**src/design/dda_line_rasterizer_top_defines.svh**
```systemverilog
// assertion macros used by the rasteriser top module
`ifndef DDA_LINE_RASTERIZER_TOP_DEFINES_SVH
`define DDA_LINE_RASTERIZER_TOP_DEFINES_SVH

// condition holds in the same cycle as the trigger
`define DDA_ASSERT_SAME(label, clk, rst_n, ante, cons) \
    label: assert property (@(posedge clk) disable iff (!rst_n) (ante) |-> (cons)) \
        else $error("dda: same-cycle check failed");

// condition holds in the cycle after the trigger
`define DDA_ASSERT_NEXT(label, clk, rst_n, ante, cons) \
    label: assert property (@(posedge clk) disable iff (!rst_n) (ante) |=> (cons)) \
        else $error("dda: next-cycle check failed");

`endif

```
**src/design/dda_pkg.sv**
```systemverilog
`default_nettype none

package dda_pkg;

    // input item function codes
    localparam logic FUNC_LOAD = 1'b0;
    localparam logic FUNC_ADV  = 1'b1;

    // accumulator control from the sequencer
    typedef struct packed {
        logic load;
        logic adv;
    } t_acc_ctrl;

endpackage

`default_nettype wire

```
**src/design/dda_div.sv**
```systemverilog
`default_nettype none

module dda_div #(
    parameter int COORD_BITS = 12,
    parameter int FRAC_BITS  = 16
) (
    input  wire logic                  i_clk,
    input  wire logic                  i_rst_n,
    input  wire logic                  i_start,
    input  wire logic [COORD_BITS-1:0] i_mag,
    input  wire logic [COORD_BITS-1:0] i_steps,
    output logic                       o_done,
    output logic [FRAC_BITS:0]         o_quot
);
    import dda_pkg::*;

    localparam int N  = COORD_BITS + FRAC_BITS + 2;
    localparam int CW = $clog2(FRAC_BITS + 1);
    localparam logic [CW-1:0] LAST_CNT = CW'(FRAC_BITS);

    logic [COORD_BITS:0]   r_rem, n_rem;
    logic [FRAC_BITS:0]    r_low, n_low;
    logic [COORD_BITS:0]   r_div, n_div;
    logic [CW-1:0]         r_cnt, n_cnt;
    logic                  r_run, n_run;
    logic                  r_done, n_done;

    logic [N-1:0]          w_dvd;
    logic [COORD_BITS+1:0] w_trial;
    logic [COORD_BITS+1:0] w_diff;
    logic                  w_fit;

    // dividend 2*mag*2^frac + steps, rounds the quotient to nearest
    assign w_dvd = {1'b0, i_mag, {(FRAC_BITS+1){1'b0}}} + {{(FRAC_BITS+2){1'b0}}, i_steps};

    // one restoring step a cycle
    assign w_trial = {r_rem, r_low[FRAC_BITS]};
    assign w_diff  = w_trial - {1'b0, r_div};
    assign w_fit   = (w_trial >= {1'b0, r_div});

    always_comb begin
        n_rem  = r_rem;
        n_low  = r_low;
        n_div  = r_div;
        n_cnt  = r_cnt;
        n_run  = r_run;
        n_done = 1'b0;
        if (i_start) begin
            n_rem = w_dvd[N-1:FRAC_BITS+1];
            n_low = w_dvd[FRAC_BITS:0];
            n_div = {i_steps, 1'b0};
            n_cnt = '0;
            n_run = 1'b1;
        end else if (r_run) begin
            n_rem = w_fit ? w_diff[COORD_BITS:0] : w_trial[COORD_BITS:0];
            n_low = {r_low[FRAC_BITS-1:0], w_fit};
            n_cnt = r_cnt + 1'b1;
            if (r_cnt == LAST_CNT) begin
                n_run  = 1'b0;
                n_done = 1'b1;
            end
        end
    end

    // control state
    always_ff @(posedge i_clk) begin
        if (!i_rst_n) begin
            r_run  <= 1'b0;
            r_done <= 1'b0;
            r_cnt  <= '0;
        end else begin
            r_run  <= n_run;
            r_done <= n_done;
            r_cnt  <= n_cnt;
        end
    end

    // datapath
    always_ff @(posedge i_clk) begin
        r_rem <= n_rem;
        r_low <= n_low;
        r_div <= n_div;
    end

    assign o_done = r_done;
    assign o_quot = r_low;

endmodule

`default_nettype wire

```
**src/design/dda_acc.sv**
```systemverilog
`default_nettype none

module dda_acc #(
    parameter int COORD_BITS = 12,
    parameter int FRAC_BITS  = 16
) (
    input  wire logic                                 i_clk,
    input  wire logic                                 i_rst_n,
    input  wire dda_pkg::t_acc_ctrl                   i_ctrl,
    input  wire logic [COORD_BITS-1:0]                i_start,
    input  wire logic signed [COORD_BITS+FRAC_BITS:0] i_step,
    output logic [COORD_BITS-1:0]                     o_coord
);
    import dda_pkg::*;

    localparam int A = COORD_BITS + FRAC_BITS;

    logic [A-1:0]      r_acc, n_acc;
    logic signed [A+1:0] w_sum;

    // saturating add of the signed increment
    assign w_sum = $signed({2'b00, r_acc}) + $signed({i_step[A], i_step});

    always_comb begin
        n_acc = r_acc;
        if (i_ctrl.load) begin
            n_acc = {i_start, {FRAC_BITS{1'b0}}};
        end else if (i_ctrl.adv) begin
            if (w_sum[A+1]) begin
                n_acc = '0;
            end else if (w_sum[A]) begin
                n_acc = '1;
            end else begin
                n_acc = w_sum[A-1:0];
            end
        end
    end

    always_ff @(posedge i_clk) begin
        if (!i_rst_n) begin
            r_acc <= '0;
        end else begin
            r_acc <= n_acc;
        end
    end

    assign o_coord = r_acc[A-1:FRAC_BITS];

endmodule

`default_nettype wire

```
**src/design/dda_line_rasterizer_top.sv**
```systemverilog
// dda line rasteriser
// input channel (i_in_valid / o_in_stall) carries i_func and the endpoints.
// a load (func 0) sets up a line; an advance (func 1) emits the next point
// on the output channel (o_out_valid / i_out_stall) with o_last flagging
// the final one of steps+1 points. an advance with no line open is dropped.
// a load with a non-zero length runs the shared restoring divider twice,
// once per axis, at one quotient bit per cycle: the input stalls after
// the load transfer until both axis increments are stored.
// a zero-length load leaves the divider idle and sets both increments to zero.
// advances run at one per cycle; each point appears in the output register
// the cycle after its transfer. while the receiver stalls, the point is
// held and further advances stall, loads are still taken.
// a load during a line drops the rest of that line.
// synchronous reset leaves the block idle with no line open.
`default_nettype none

`include "dda_line_rasterizer_top_defines.svh"

module dda_line_rasterizer_top #(
    parameter int COORD_BITS = 12,
    parameter int FRAC_BITS  = 16
) (
    input  wire logic                  i_clk,
    input  wire logic                  i_rst_n,
    input  wire logic                  i_in_valid,
    output logic                       o_in_stall,
    input  wire logic                  i_func,
    input  wire logic [COORD_BITS-1:0] i_x_start,
    input  wire logic [COORD_BITS-1:0] i_y_start,
    input  wire logic [COORD_BITS-1:0] i_x_end,
    input  wire logic [COORD_BITS-1:0] i_y_end,
    output logic                       o_out_valid,
    input  wire logic                  i_out_stall,
    output logic [COORD_BITS-1:0]      o_pixel_x,
    output logic [COORD_BITS-1:0]      o_pixel_y,
    output logic                       o_last
);
    import dda_pkg::*;

    localparam int A = COORD_BITS + FRAC_BITS;

    // sequencer states
    localparam logic [2:0] S_IDLE = 3'd0;
    localparam logic [2:0] S_SX   = 3'd1;
    localparam logic [2:0] S_DX   = 3'd2;
    localparam logic [2:0] S_SY   = 3'd3;
    localparam logic [2:0] S_DY   = 3'd4;

    logic [2:0]              r_state, n_state;
    logic                    r_busy, n_busy;
    logic [COORD_BITS:0]     r_left, n_left;
    logic [COORD_BITS-1:0]   r_ax, r_ay, r_steps;
    logic                    r_x_neg, r_y_neg;
    logic signed [A:0]       r_x_step, r_y_step;
    logic                    r_out_valid, n_out_valid;
    logic [COORD_BITS-1:0]   r_pix_x, r_pix_y;
    logic                    r_last;

    logic                    w_in_xfer, w_load, w_adv;
    logic [COORD_BITS:0]     w_dx, w_dy;
    logic [COORD_BITS-1:0]   w_ax, w_ay, w_steps;
    logic                    w_div_start, w_div_done;
    logic [COORD_BITS-1:0]   w_div_mag;
    logic [FRAC_BITS:0]      w_quot;
    logic signed [A:0]       w_q_ext, w_signed_q;
    logic [COORD_BITS-1:0]   w_cx, w_cy;
    t_acc_ctrl               w_acc_ctrl;
    logic                    w_is_last;

    // input handshake
    assign o_in_stall = (r_state != S_IDLE)
                      | (r_out_valid & i_out_stall & (i_func == FUNC_ADV));
    assign w_in_xfer  = i_in_valid & ~o_in_stall;
    assign w_load     = w_in_xfer & (i_func == FUNC_LOAD);
    assign w_adv      = w_in_xfer & (i_func == FUNC_ADV) & r_busy;
    assign w_is_last  = (r_left <= {{COORD_BITS{1'b0}}, 1'b1});

    // deltas, magnitudes and step count
    assign w_dx    = {1'b0, i_x_end} - {1'b0, i_x_start};
    assign w_dy    = {1'b0, i_y_end} - {1'b0, i_y_start};
    assign w_ax    = w_dx[COORD_BITS] ? COORD_BITS'(-w_dx) : w_dx[COORD_BITS-1:0];
    assign w_ay    = w_dy[COORD_BITS] ? COORD_BITS'(-w_dy) : w_dy[COORD_BITS-1:0];
    assign w_steps = (w_ax > w_ay) ? w_ax : w_ay;

    // shared divider, x then y
    assign w_div_start = (r_state == S_SX) | (r_state == S_SY);
    assign w_div_mag   = (r_state == S_SY) ? r_ay : r_ax;

    dda_div #(
        .COORD_BITS(COORD_BITS),
        .FRAC_BITS (FRAC_BITS)
    ) u_div (
        .i_clk  (i_clk),
        .i_rst_n(i_rst_n),
        .i_start(w_div_start),
        .i_mag  (w_div_mag),
        .i_steps(r_steps),
        .o_done (w_div_done),
        .o_quot (w_quot)
    );

    // apply the delta sign to the rounded magnitude
    assign w_q_ext    = $signed({{COORD_BITS{1'b0}}, w_quot});
    assign w_signed_q = (((r_state == S_DX) & r_x_neg) | ((r_state == S_DY) & r_y_neg))
                      ? -w_q_ext : w_q_ext;

    // sequencer
    always_comb begin
        n_state = r_state;
        unique case (r_state)
            S_IDLE: begin
                if (w_load && (w_steps != '0)) begin
                    n_state = S_SX;
                end
            end
            S_SX: n_state = S_DX;
            S_DX: begin
                if (w_div_done) begin
                    n_state = S_SY;
                end
            end
            S_SY: n_state = S_DY;
            S_DY: begin
                if (w_div_done) begin
                    n_state = S_IDLE;
                end
            end
            default: n_state = S_IDLE;
        endcase
    end

    // line progress
    always_comb begin
        n_busy = r_busy;
        n_left = r_left;
        if (w_load) begin
            n_busy = 1'b1;
            n_left = {1'b0, w_steps} + 1'b1;
        end else if (w_adv) begin
            if (w_is_last) begin
                n_busy = 1'b0;
                n_left = '0;
            end else begin
                n_left = r_left - 1'b1;
            end
        end
    end

    assign n_out_valid = w_adv | (r_out_valid & i_out_stall);

    // control state
    always_ff @(posedge i_clk) begin
        if (!i_rst_n) begin
            r_state     <= S_IDLE;
            r_busy      <= 1'b0;
            r_left      <= '0;
            r_out_valid <= 1'b0;
        end else begin
            r_state     <= n_state;
            r_busy      <= n_busy;
            r_left      <= n_left;
            r_out_valid <= n_out_valid;
        end
    end

    // line set-up and increments
    always_ff @(posedge i_clk) begin
        if (w_load) begin
            r_ax    <= w_ax;
            r_ay    <= w_ay;
            r_steps <= w_steps;
            r_x_neg <= w_dx[COORD_BITS];
            r_y_neg <= w_dy[COORD_BITS];
            if (w_steps == '0) begin
                r_x_step <= '0;
                r_y_step <= '0;
            end
        end
        if ((r_state == S_DX) && w_div_done) begin
            r_x_step <= w_signed_q;
        end
        if ((r_state == S_DY) && w_div_done) begin
            r_y_step <= w_signed_q;
        end
    end

    // point accumulators
    assign w_acc_ctrl.load = w_load;
    assign w_acc_ctrl.adv  = w_adv;

    dda_acc #(
        .COORD_BITS(COORD_BITS),
        .FRAC_BITS (FRAC_BITS)
    ) u_acc_x (
        .i_clk  (i_clk),
        .i_rst_n(i_rst_n),
        .i_ctrl (w_acc_ctrl),
        .i_start(i_x_start),
        .i_step (r_x_step),
        .o_coord(w_cx)
    );

    dda_acc #(
        .COORD_BITS(COORD_BITS),
        .FRAC_BITS (FRAC_BITS)
    ) u_acc_y (
        .i_clk  (i_clk),
        .i_rst_n(i_rst_n),
        .i_ctrl (w_acc_ctrl),
        .i_start(i_y_start),
        .i_step (r_y_step),
        .o_coord(w_cy)
    );

    // output register
    always_ff @(posedge i_clk) begin
        if (w_adv) begin
            r_pix_x <= w_cx;
            r_pix_y <= w_cy;
            r_last  <= w_is_last;
        end
    end

    assign o_out_valid = r_out_valid;
    assign o_pixel_x   = r_pix_x;
    assign o_pixel_y   = r_pix_y;
    assign o_last      = r_last;

    // checks
    `DDA_ASSERT_SAME(a_stall_in_setup, i_clk, i_rst_n, r_state != S_IDLE, o_in_stall)
    `DDA_ASSERT_SAME(a_open_line_count, i_clk, i_rst_n, r_busy, r_left != '0)
    `DDA_ASSERT_NEXT(a_adv_gives_point, i_clk, i_rst_n, w_adv, o_out_valid)
    `DDA_ASSERT_NEXT(a_last_closes_line, i_clk, i_rst_n, w_adv && w_is_last, !r_busy && o_last)

endmodule

`default_nettype wire

```
**config.mk**
```make
export PLATFORM = sky130hd
export DESIGN_NAME = dda_line_rasterizer_top
export DESIGN_NICKNAME = d
export VERILOG_FILES = /design/src/design/dda_pkg.sv /design/src/design/dda_div.sv /design/src/design/dda_acc.sv /design/src/design/dda_line_rasterizer_top.sv
export VERILOG_INCLUDE_DIRS = /design/src /design/src/design
export SDC_FILE = /design/constraint.sdc
export NUM_CORES = 1
export LEC_CHECK = 0
export BUFFER_PORTS_ARGS = -buffer_cell sky130_fd_sc_hd__buf_2
export CORE_AREA = 2 2 149 180
export CTS_CLUSTER_DIAMETER = 50
export CTS_CLUSTER_SIZE = 40
export DETAILED_ROUTE_END_ITERATION = 8
export DIE_AREA = 0 0 151 182
export GPL_TIMING_DRIVEN = 0
export MAX_ROUTING_LAYER = met4
export PLACE_DENSITY = 0.78
export SYNTH_ARGS = -nofsm -noshare
export SYNTH_HDL_FRONTEND = slang
export SYNTH_SLANG_ARGS = --single-unit
export TNS_END_PERCENT = 100
```
**constraint.sdc**
```tcl
create_clock -name i_clk -period 13.5 [get_ports i_clk]
set_input_delay 2.7 -clock i_clk [delete_from_list [all_inputs] [get_ports i_clk]]
set_output_delay 2.7 -clock i_clk [all_outputs]
set_load 0.02 [all_outputs]
```
---- After elaboration in Yosys (flattened, before gate mapping) ----
Index checks and enable logic that the tools add are counted.
cells by class
  add/subtract/negate cells ............... 12
  order comparisons ....................... 3
  equality and inequality tests ........... 8
  mux-type cells .......................... 36
  bitwise operators ....................... 16
  reduce and logical (&&, ||, !) cells .... 21
operators with widths
  kind                                                                               number
  28-bit two-way mux                                                                 8
  29-bit two-way mux                                                                 5
  13-bit two-way mux                                                                 6
  29-bit by 29-bit adder with 30-bit output                                          2
  12-bit two-way mux                                                                 4
  17-bit two-way mux                                                                 2
  29-bit by 12-bit adder with 30-bit output                                          1
  17-bit negation with 29-bit output                                                 1
  12-bit by 12-bit subtractor with 13-bit output                                     2
  12-bit negation                                                                    2
  3-bit case mux with 5 select lines                                                 1
  14-bit by 13-bit >= comparator with 1-bit output                                   1
  2-bit nonzero test                                                                 7
  12-bit by 1-bit adder with 13-bit output, second input constant                    1
  13-bit by 1-bit less-or-equal comparator with 1-bit output, second input constant  1
  13-bit by 1-bit subtractor with 13-bit output, second input constant               1
  13-bit subtractor                                                                  1
  12-bit > comparator                                                                1
  12-bit zero test                                                                   1
  12-bit nonzero test                                                                1
  3-bit two-way mux                                                                  3
  1-bit AND                                                                          8
  1-bit two-way mux                                                                  7
  3-bit by 2-bit equality test with 1-bit output, second input constant              2
  other kinds (15)                                                                   27
word-level totals
  register bits ........................... 244
  input bits .............................. 53
  logic and storage cells ................. 120

---- Longest topological paths before layout ----
Gate-level depths: netlist of run 1.
  depth after elaboration ................. 9
  mapped depth ............................ 31
  mapped depth without buffers ............ 28

---- Hierarchy ----
A second synthesis of run 1 with hierarchy kept.
second synthesis, totals
  cell total of the unflattened synthesis .. 1787
  area, all modules ....................... 16856.2 um2
by module, submodules not included
  module                   instances  cells an instance  area an instance (um2)
  dda_line_rasterizer_top  1          796                8351.8
  dda_acc (u_acc_x)        1          394                3015.4
  dda_acc (u_acc_y)        1          380                2909.0
  dda_div                  1          217                2580.0

---- Worst setup path after synthesis of run 1 ----
No wires, ideal clock.
  path type ............................... input to register
  from .................................... in i_x_end[0]
  to ...................................... reg r_x_step[0] (enable)
  arrival ................................. 7781 ps
  path slack .............................. 5332 ps
  stages .................................. 24
  buffers on the path ..................... 2
  cells stage by stage .................... inv_1 -> ha_1 -> fa_1 -> nor2b_1 -> o2111ai_1 -> a32oi_2 -> a31oi_1 -> o21ai_1 -> clkbuf_1 -> a21oi_1 -> xnor2_1 -> xnor2_1 -> ha_1 -> and2_1 -> nand2_1 -> or3_1 -> nor3_1 -> mux2i_1 -> a21o_1 -> buf_6 -> or4b_1 -> o41ai_1 -> nand2_1 -> nand2_1
on the way
  word-level cells in the longest chain between the ends .. 8
ends and longest elaborated chain
  element                                             line                            source
  start, declared                                     dda_line_rasterizer_top.sv:30   input wire logic [COORD_BITS-1:0] i_x_end,
  12-bit by 12-bit subtractor with 13-bit output (*)  dda_line_rasterizer_top.sv:79   assign w_dx = {1'b0, i_x_end} - {1'b0, i_x_start};
  12-bit negation                                     dda_line_rasterizer_top.sv:81   assign w_ax = w_dx[COORD_BITS] ? COORD_BITS'(-w_dx) : w_dx[COORD_BITS-1:0];
  12-bit two-way mux (*)                              dda_line_rasterizer_top.sv:81
  named net w_ax[11]                                  dda_line_rasterizer_top.sv:61   logic [COORD_BITS-1:0] w_ax, w_ay, w_steps;
  12-bit > comparator                                 dda_line_rasterizer_top.sv:83   assign w_steps = (w_ax > w_ay) ? w_ax : w_ay;
  12-bit two-way mux (*)                              dda_line_rasterizer_top.sv:83
  12-bit zero test (*)                                dda_line_rasterizer_top.sv:174  if (w_steps == '0) begin
  2-bit nonzero test (no line) (*)                    -
  2-bit AND reduction (no line) (*)                   -
  end signal, assigned                                dda_line_rasterizer_top.sv:180  r_x_step <= w_signed_q;
  end, declared                                       dda_line_rasterizer_top.sv:54   logic signed [A:0] r_x_step, r_y_step;
The timed path passes the listed nets; every way through them passes the cells marked *.
A chain may end at the register's enable or synchronous reset.

---- Worst setup path after layout of run 1 ----
  from .................................... in i_x_start[4]
  to ...................................... reg r_x_step[5] (enable)
on the way
  word-level cells in the longest chain between the ends .. 8
ends and longest elaborated chain
  element                                             line                            source
  start, declared                                     dda_line_rasterizer_top.sv:28   input wire logic [COORD_BITS-1:0] i_x_start,
  12-bit by 12-bit subtractor with 13-bit output (*)  dda_line_rasterizer_top.sv:79
  12-bit negation                                     dda_line_rasterizer_top.sv:81
  12-bit two-way mux (*)                              dda_line_rasterizer_top.sv:81
  named net w_ax[11]                                  dda_line_rasterizer_top.sv:61
  12-bit > comparator                                 dda_line_rasterizer_top.sv:83
  12-bit two-way mux (*)                              dda_line_rasterizer_top.sv:83
  12-bit zero test (*)                                dda_line_rasterizer_top.sv:174
  2-bit nonzero test (no line) (*)                    -
  2-bit AND reduction (no line) (*)                   -
Marked as above.

==> impl_metrics.csv, run 1 <==
group,metric,value,unit
run_status,status,"finished, final reports clean",
route,post_drt_wl_per_cell,18.4,um
synth,asyncSetResetFlopFracSynth,0,%
global_routing,grt.overflow.total,0,
min_path,hold_path_class,"reg -> reg",
pwr,power.sequential.fraction,39.1,%
clock_network,cts.repair.resized,0,
die,core,0.0259,mm^2
clock_network,ctsLongestPathBuffers,3,
pwr,p_comb_share,27.5,%
critical_path,path_max_fanout,29,
sta,final-max-slew-violation-count,0,
clock_network,cts_post_setup_buffers_inserted,0,
critical_path,setup.worst_path.start_class,"input pin",
clock_network,cts_made_buffers,25,
synth,avgSynthCellArea,9.14,um^2
synth,synth-seq-cells,244,
critical_path,worst_setup_path_category,"in -> reg",
critical_path,critical_path.endpoint_type,"register",
placement,half_perimeter_wire_length_after_placement,30.0,mm
critical_path,worstPathRequired,13.64,ns
die,ios,80,
route,first_iter_violations,973,
synth,synthCells,1673,
route,finalWirelength,39.3,mm
synth,synth_top_flop_cell,"edfxtp_1",
cells_and_area,n_antenna_cell,0,
cells_and_area,layout_commonest_cell,"nor2_1",
sta,totalNegativeSetupSlack,0,ns
global_routing,grt_util_met1,36.4,%
cells_and_area,final_layout_size_suffix_gt1_share,8.45,%
synth,synthesis.nets,1842,
route,via_count,12800,
synth,post_synth_num_cell_types,77,
route,postRouteAntennaNets,0,
route,routed_via_density,6.00,
placement,place_inst,2088,
cells_and_area,layout.cells.most_common_list,"nor2_1 (197), edfxtp_1 (163), a21oi_1 (147)",
die,row_count,65,
critical_path,cp_data_arrival_time,9.25,ns
sta,final_worst_hold_slack,0.457,ns
critical_path,crit_top_cell,"nand2_1",
sta,setup_viol_count_final,0,
pwr,power.leakage,7.00,nW
global_routing,grt_antenna_before_repair,0,
sta,period_share,67.5,%
sta,timing.final.crit_period,9.11,ns
pwr,sw_frac_of_total,34.8,%
critical_path,cp_cell_sequence,"buf_2, inv_1, ha_1, and2_1, a31o_1, o31ai_2, a2111oi_0, a311oi_1, nor3b_1, a21oi_1, xnor2_1, xnor2_1, ha_1, and2_1, nand2_1, or3_1, nor3_1, mux2i_1, a21o_1, buf_6, or4b_1, o41ai_1, nand2_1, nand2_1",
route,dr.pass1.iters,6,
pwr,vdd_drop_max,0.106,mV
clock_network,numClockSinks,244,
clock_network,clk_transition_reported_paths,0.07,ns
critical_path,critical-path-max-stage-delay,0.97,ns
global_routing,global_route.usage.met2,49.5,%
cells_and_area,nets,1949,
placement,port-buffer-count,79,
synth,synth_sequential_area_ratio,42.6,%
die,initial_core_util,59.1,%
sta,timing.final.hold_violations,0,
global_routing,met3_usage,2.74,%
clock_network,clk_root_buffer_cell,"clkbuf_16",
synth,synth.cell_area,0.0153,mm^2
global_routing,gr-max-usage-layer,"met2",
critical_path,timing.critical_path.slowest_stage_cell,"nand2_1",
global_routing,grt_pass1_vias,12200,
global_routing,grt_start_max_net_pins,40,
synth,synth-edff-count,163,
sta,max_clock_freq,0.110,GHz
sta,skew,0.0209,ns
sta,max_slew_margin,12.6,%
pwr,cell_internal_pwr,1.48,mW
clock_network,cts_h_tree_depth,1,
die,chipWidth,151,um
sta,worst-slew-pin-transition,1.31,ns
global_routing,grt_util_all_layers,29.6,%
placement,place_congestion,0.943,
critical_path,ff2ff_setup_slack,8.53,ns
die,design.die.area,0.0275,mm^2
pwr,sw_pwr,790,uW
die,die_height,182,um
job,maxCapViolations,0,
clock_network,post_cts_hold_buffer_count,0,
pwr,power.density_cell_area,133,mW/mm^2
global_routing,grt_first_pass_wirelength,62.6,mm
sta,grt_setup_unrepaired,"no",
cells_and_area,final_cells,2133,
synth,yosys_warnings,0,
route,drt_drc_violations_left,0,
pwr,clock_power_share,33.4,%
clock_network,clock_tree_from_tritoncts,"done",
clock_network,clkLatencyLatePin,0.54,ns
cells_and_area,area_delta_synth_final,11.6,%
## cell type report
class                      count  area (um^2)
fill                        2115         8810
multi-input combinational   1254         8100
sequential                   244         6520
clock buffer                  25          626
inverter                     118          443
tap                          335          419
timing repair buffer          80          415
clock inverter                20          307
buffer                        57          224
## synth_stat cells (all sizes together), types with 6 or more instances
| master | count | share of area, % |
|---|---|---|
| ha | 111 | 9.1 |
| nand3 | 26 | 0.85 |
| nand2 | 145 | 3.6 |
| o2111ai | 8 | 0.46 |
| o211ai | 6 | 0.29 |
| or3 | 7 | 0.29 |
| nand4 | 16 | 0.65 |
| and2 | 13 | 0.53 |
| mux2 | 7 | 0.52 |
| nor2b | 27 | 1.1 |
| xor2 | 37 | 2.1 |
| a21boi | 6 | 0.29 |
| o21a | 13 | 0.64 |
| a21o | 35 | 1.7 |
| and3 | 9 | 0.37 |
| o21bai | 7 | 0.34 |
| o21ai | 136 | 4.5 |
| a21oi | 147 | 4.8 |
| nor3 | 38 | 1.2 |
| inv | 117 | 2.9 |
| dfxtp | 81 | 11 |
| a31oi | 12 | 0.49 |
| o31ai | 12 | 0.62 |
| xnor2 | 78 | 4.5 |
| a211oi | 24 | 1.2 |
| nor2 | 197 | 4.8 |
| mux2i | 17 | 1.3 |
| clkbuf | 53 | 1.3 |
| nand2b | 16 | 0.65 |
| edfxtp | 163 | 32 |
| a22oi | 26 | 1.3 |
## layer usage
| metal | up-vias | part of all wire (%) |
|---|---|---|
| met5 | - | 0 |
| met4 | 0 | 4.9 |
| met3 | 102 | 4.9 |
| met2 | 369 | 49 |
| met1 | 6074 | 41 |
| li1 | 6246 | - |
## final timing paths
check	from	end	cells past startpoint
worst max register to register	u_acc_x.r_acc[0]	u_acc_x.r_acc[26]	17
worst min-delay path	r_steps[0]	u_div.r_div[1]	0
worst max-delay path	i_x_start[4]	r_x_step[5]	24
worst min register to register	r_steps[0]	u_div.r_div[1]	0
## worst max-delay path: cells and delay by family
family	cells	cell delay [ns]
fa+ha+maj	2	0.63
mux	1	0.17
xor+xnor	2	0.65
compound gates	7	1.74
simple gates	9	3.04
buf+inv	3	0.34
## kinds of logic (layout without fill, tap and decap cells)
family / after synthesis / count (layout) / share of synthesized area (%)
adder cells (fa/ha/maj): 116 / 116 / 9.74
AO/OA/AOI/OAI: 475 / 475 / 19.3
AND/OR/NAND/NOR: 524 / 524 / 15.6
flip-flops: 244 / 244 / 42.6
XOR/XNOR: 115 / 115 / 6.59
buffers and inverters: 175 / 300 / 4.35
multiplexers: 24 / 24 / 1.79
## state kept, by name, summed over array words and instances (netlist names), 12 cells and up
register / count
r_x_step: 29
r_y_step: 29
u_div.o_quot: 17
r_ay: 12
r_left: 13
r_steps: 12
u_div.r_rem: 13
o_pixel_y: 12
r_ax: 12
u_acc_y.r_acc: 28
o_pixel_x: 12
u_acc_x.r_acc: 28
u_div.r_div: 12
## metrics by stage
stage	power [mW]	setup WS, ns	utilization, %	area [um^2]
2_1_floorplan	1.34	5.33	-	15300
3_3_place_gp	1.50	3.92	62.3	16100
3_5_place_dp	1.51	3.87	62.3	16100
4_1_cts	2.27	4.41	65.9	17100
5_1_grt	2.37	3.88	65.9	17100
6_report	2.27	4.39	65.9	17100
## power groups by stage
stage | clock network [mW] | registers [mW] | logic (mW)
after floorplan | 0 | 0.896 | 0.447
final | 0.759 | 0.888 | 0.624
after detailed placement | 0 | 0.903 | 0.611
after global routing | 0.795 | 0.892 | 0.683
after CTS | 0.766 | 0.886 | 0.615
after global placement | 0 | 0.902 | 0.602
(Power assumes the default switching activity.)
==> inputs of run 2 (changes only) <==
==> constraint.sdc (replaced) <==
create_clock -name i_clk -period 8.5 [get_ports i_clk]
set_input_delay 1.7 -clock i_clk [delete_from_list [all_inputs] [get_ports i_clk]]
set_output_delay 1.7 -clock i_clk [all_outputs]
set_load 0.02 [all_outputs]
==> run 2 against run 1 <==
  * Die area unchanged
  * Register-to-register slack lost 5.0 ns
  * Clock skew down 0.0016 ns
  * Final area about the same
  * Non-clock buffer count unchanged
  * First-iteration DRC count is 0.51% higher
  * Global-route usage is the same
  * Combinational power rose by 59%
  * Largest power group unchanged
  * Highest routed layer unchanged
==> impl_metrics.csv, run 2 (synthesis results as in run 1) <==
group,metric,value,unit
run_status,status,"finished, final reports clean",
global_routing,grt_start_max_net_pins,40,
route,drt_drc_violations_left,0,
route,finalWirelength,39.6,mm
sta,setup_viol_count_final,0,
clock_network,clk_transition_reported_paths,0.07,ns
route,first_iter_violations,978,
sta,period_share,93.2,%
clock_network,cts_made_buffers,25,
cells_and_area,final-seq-area,0.00652,mm^2
critical_path,critical-path-max-stage-delay,0.49,ns
placement,port-buffer-count,79,
critical_path,path_buf_inv,5,
pwr,power.leakage,6.99,nW
cells_and_area,layout_top_registers,"r_x_step (29), r_y_step (29)",
critical_path,critical_path.endpoint_type,"register",
sta,max_clock_freq,0.126,GHz
pwr,sw_pwr,1.26,mW
clock_network,cts_h_tree_depth,1,
sta,skew,0.0194,ns
die,initial_core_util,59.1,%
die,design.die.area,0.0275,mm^2
pwr,p_comb_share,27.5,%
critical_path,worst_r2r_startpoint,"u_acc_x.r_acc[0]",
pwr,total_power,3.61,mW
pwr,cell_internal_pwr,2.35,mW
cells_and_area,n_antenna_cell,0,
critical_path,cpLargestDelayFamily,"compound AO/OA/AOI/OAI gates",
critical_path,worst_setup_path_category,"in -> reg",
critical_path,worst_setup_path_end,"r_left[12]",
placement,place_inst,2088,
clock_network,cts_post_setup_buffers_inserted,0,
cells_and_area,layout_commonest_cell,"nor2_1",
global_routing,grt_antenna_before_repair,0,
pwr,power.sequential.fraction,39.0,%
route,routed_via_density,6.01,
sta,worst-slew-pin-transition,1.32,ns
global_routing,grt_first_pass_wirelength,62.6,mm
critical_path,reg2regPathDepth,17,
die,core,0.0259,mm^2
clock_network,clk_root_buffer_cell,"clkbuf_16",
critical_path,r2r-end,"u_acc_x.r_acc[26]",
clock_network,cts.repair.resized,0,
cells_and_area,final_cell_area,0.0171,mm^2
sta,grt_setup_unrepaired,"no",
critical_path,worstPathRequired,8.97,ns
die,chipWidth,151,um
cells_and_area,area_delta_synth_final,11.6,%
sta,timing.final.hold_violations,0,
cells_and_area,final_layout_size_suffix_gt1_share,8.57,%
critical_path,cp_data_arrival_time,8.39,ns
global_routing,grt_pass1_vias,12200,
sta,totalNegativeSetupSlack,0,ns
sta,max_slew_margin,12.0,%
route,dr.pass1.iters,5,
die,die_height,182,um
route,via_count,12800,
placement,placedInstanceArea,0.0161,mm^2
critical_path,ff2ff_setup_slack,3.52,ns
clock_network,numClockSinks,244,
die,row_count,65,
die,ios,80,
clock_network,clock_tree_from_tritoncts,"done",
critical_path,crit_start,"i_x_start[0]",
pwr,sw_frac_of_total,34.9,%
job,maxCapViolations,0,
pwr,clock_power_share,33.5,%
pwr,vdd_drop_max,0.168,mV
placement,half_perimeter_wire_length_after_placement,30.0,mm
min_path,hold_path.startpoint,"r_steps[0]",
pwr,power.density_cell_area,212,mW/mm^2
critical_path,crit_cells,30,
cells_and_area,nets,1949,
route,post_drt_wl_per_cell,18.5,um
cells_and_area,multi_input_area,0.00811,mm^2
route,postRouteAntennaNets,0,
clock_network,clkLatencyLatePin,0.54,ns
sta,final-max-slew-violation-count,0,
cells_and_area,layout.cells.most_common_list,"nor2_1 (197), edfxtp_1 (163), a21oi_1 (147)",
global_routing,grt.overflow.total,0,
critical_path,timing.critical_path.slowest_stage_cell,"nor4_1",
clock_network,ctsLongestPathBuffers,3,
clock_network,post_cts_hold_buffer_count,0,
global_routing,grt_util_all_layers,29.6,%
placement,place_congestion,0.943,
min_path,hold_path_class,"reg -> reg",
cells_and_area,final_cells,2133,
critical_path,setup.worst_path.start_class,"input pin",
cells_and_area,num-fill-cells,2121,
sta,timing.final.crit_period,7.92,ns
critical_path,path_max_fanout,10,
[run 2: final cells by class]
cell class	instances	share of cell area (%)
plain buffers	57	1.31
clock buffers	25	3.67
clock inverters	20	1.80
inverters	118	2.60
multi-input cells	1254	47.5
flip-flops and latches	244	38.2
well taps	335	2.46
repair buffers	80	2.44
[run 2: stage by stage]
| stage | setup slack, ns | utilization, % | hold WS (ns) |
|---|---|---|---|
| global placement | -0.0804 | 62.3 | 0.433 |
| floorplan | 1.33 | - | 0.426 |
| detailed placement | -0.130 | 62.3 | 0.432 |
| finish | 0.580 | 66.0 | 0.453 |
| global route | 0.0781 | 66.0 | 0.471 |
| CTS | 0.406 | 65.9 | 0.453 |
[run 2: worst register-to-register path, stage by stage, from the launching register on]
cell and delay, ns:
dfxtp_1 0.35, ha_1 0.17, inv_1 0.06, fa_1 0.40, nor2b_1 0.12, o21ai_0 0.11
a21boi_0 0.25, o21ai_0 0.15, a21boi_0 0.38, o31ai_1 0.26, o21ai_0 0.44, a311oi_1 0.22
o31ai_1 0.31, a21oi_1 0.13, xnor2_1 0.69, clkbuf_1 0.51, o21ai_0 0.22, a21oi_1 0.17
[run 2: how the worst min path moves through the flow]
stage | end | slack (ns) | cells past startpoint
finish | u_div.r_div[1] | 0.45 | 0
global placement | u_div.r_div[1] | 0.43 | 0
global route | u_div.r_div[1] | 0.47 | 0
CTS | u_div.r_div[1] | 0.45 | 0
floorplan | u_div.r_div[10] | 0.43 | 0
detailed placement | u_div.r_div[8] | 0.43 | 0
[run 2: per-layer routing]
| layer | global-route usage [%] | vias to the layer above | routed length (um) |
|---|---|---|---|
| met2 | 49.5 | 379 | 19400 |
| met5 | - | - | 0 |
| met1 | 36.4 | 6094 | 16300 |
| met3 | 2.74 | 104 | 1910 |
| li1 | - | 6238 | - |
| met4 | 12.9 | 0 | 1930 |
[run 2: power groups by stage]
| stage | combinational [mW] | sequential, mW | clock, mW |
|---|---|---|---|
| after floorplan | 0.710 | 1.42 | 0 |
| after global placement | 0.956 | 1.43 | 0 |
| after detailed placement | 0.970 | 1.43 | 0 |
| after CTS | 0.978 | 1.41 | 1.22 |
| after global routing | 1.08 | 1.42 | 1.26 |
| final | 0.992 | 1.41 | 1.21 |
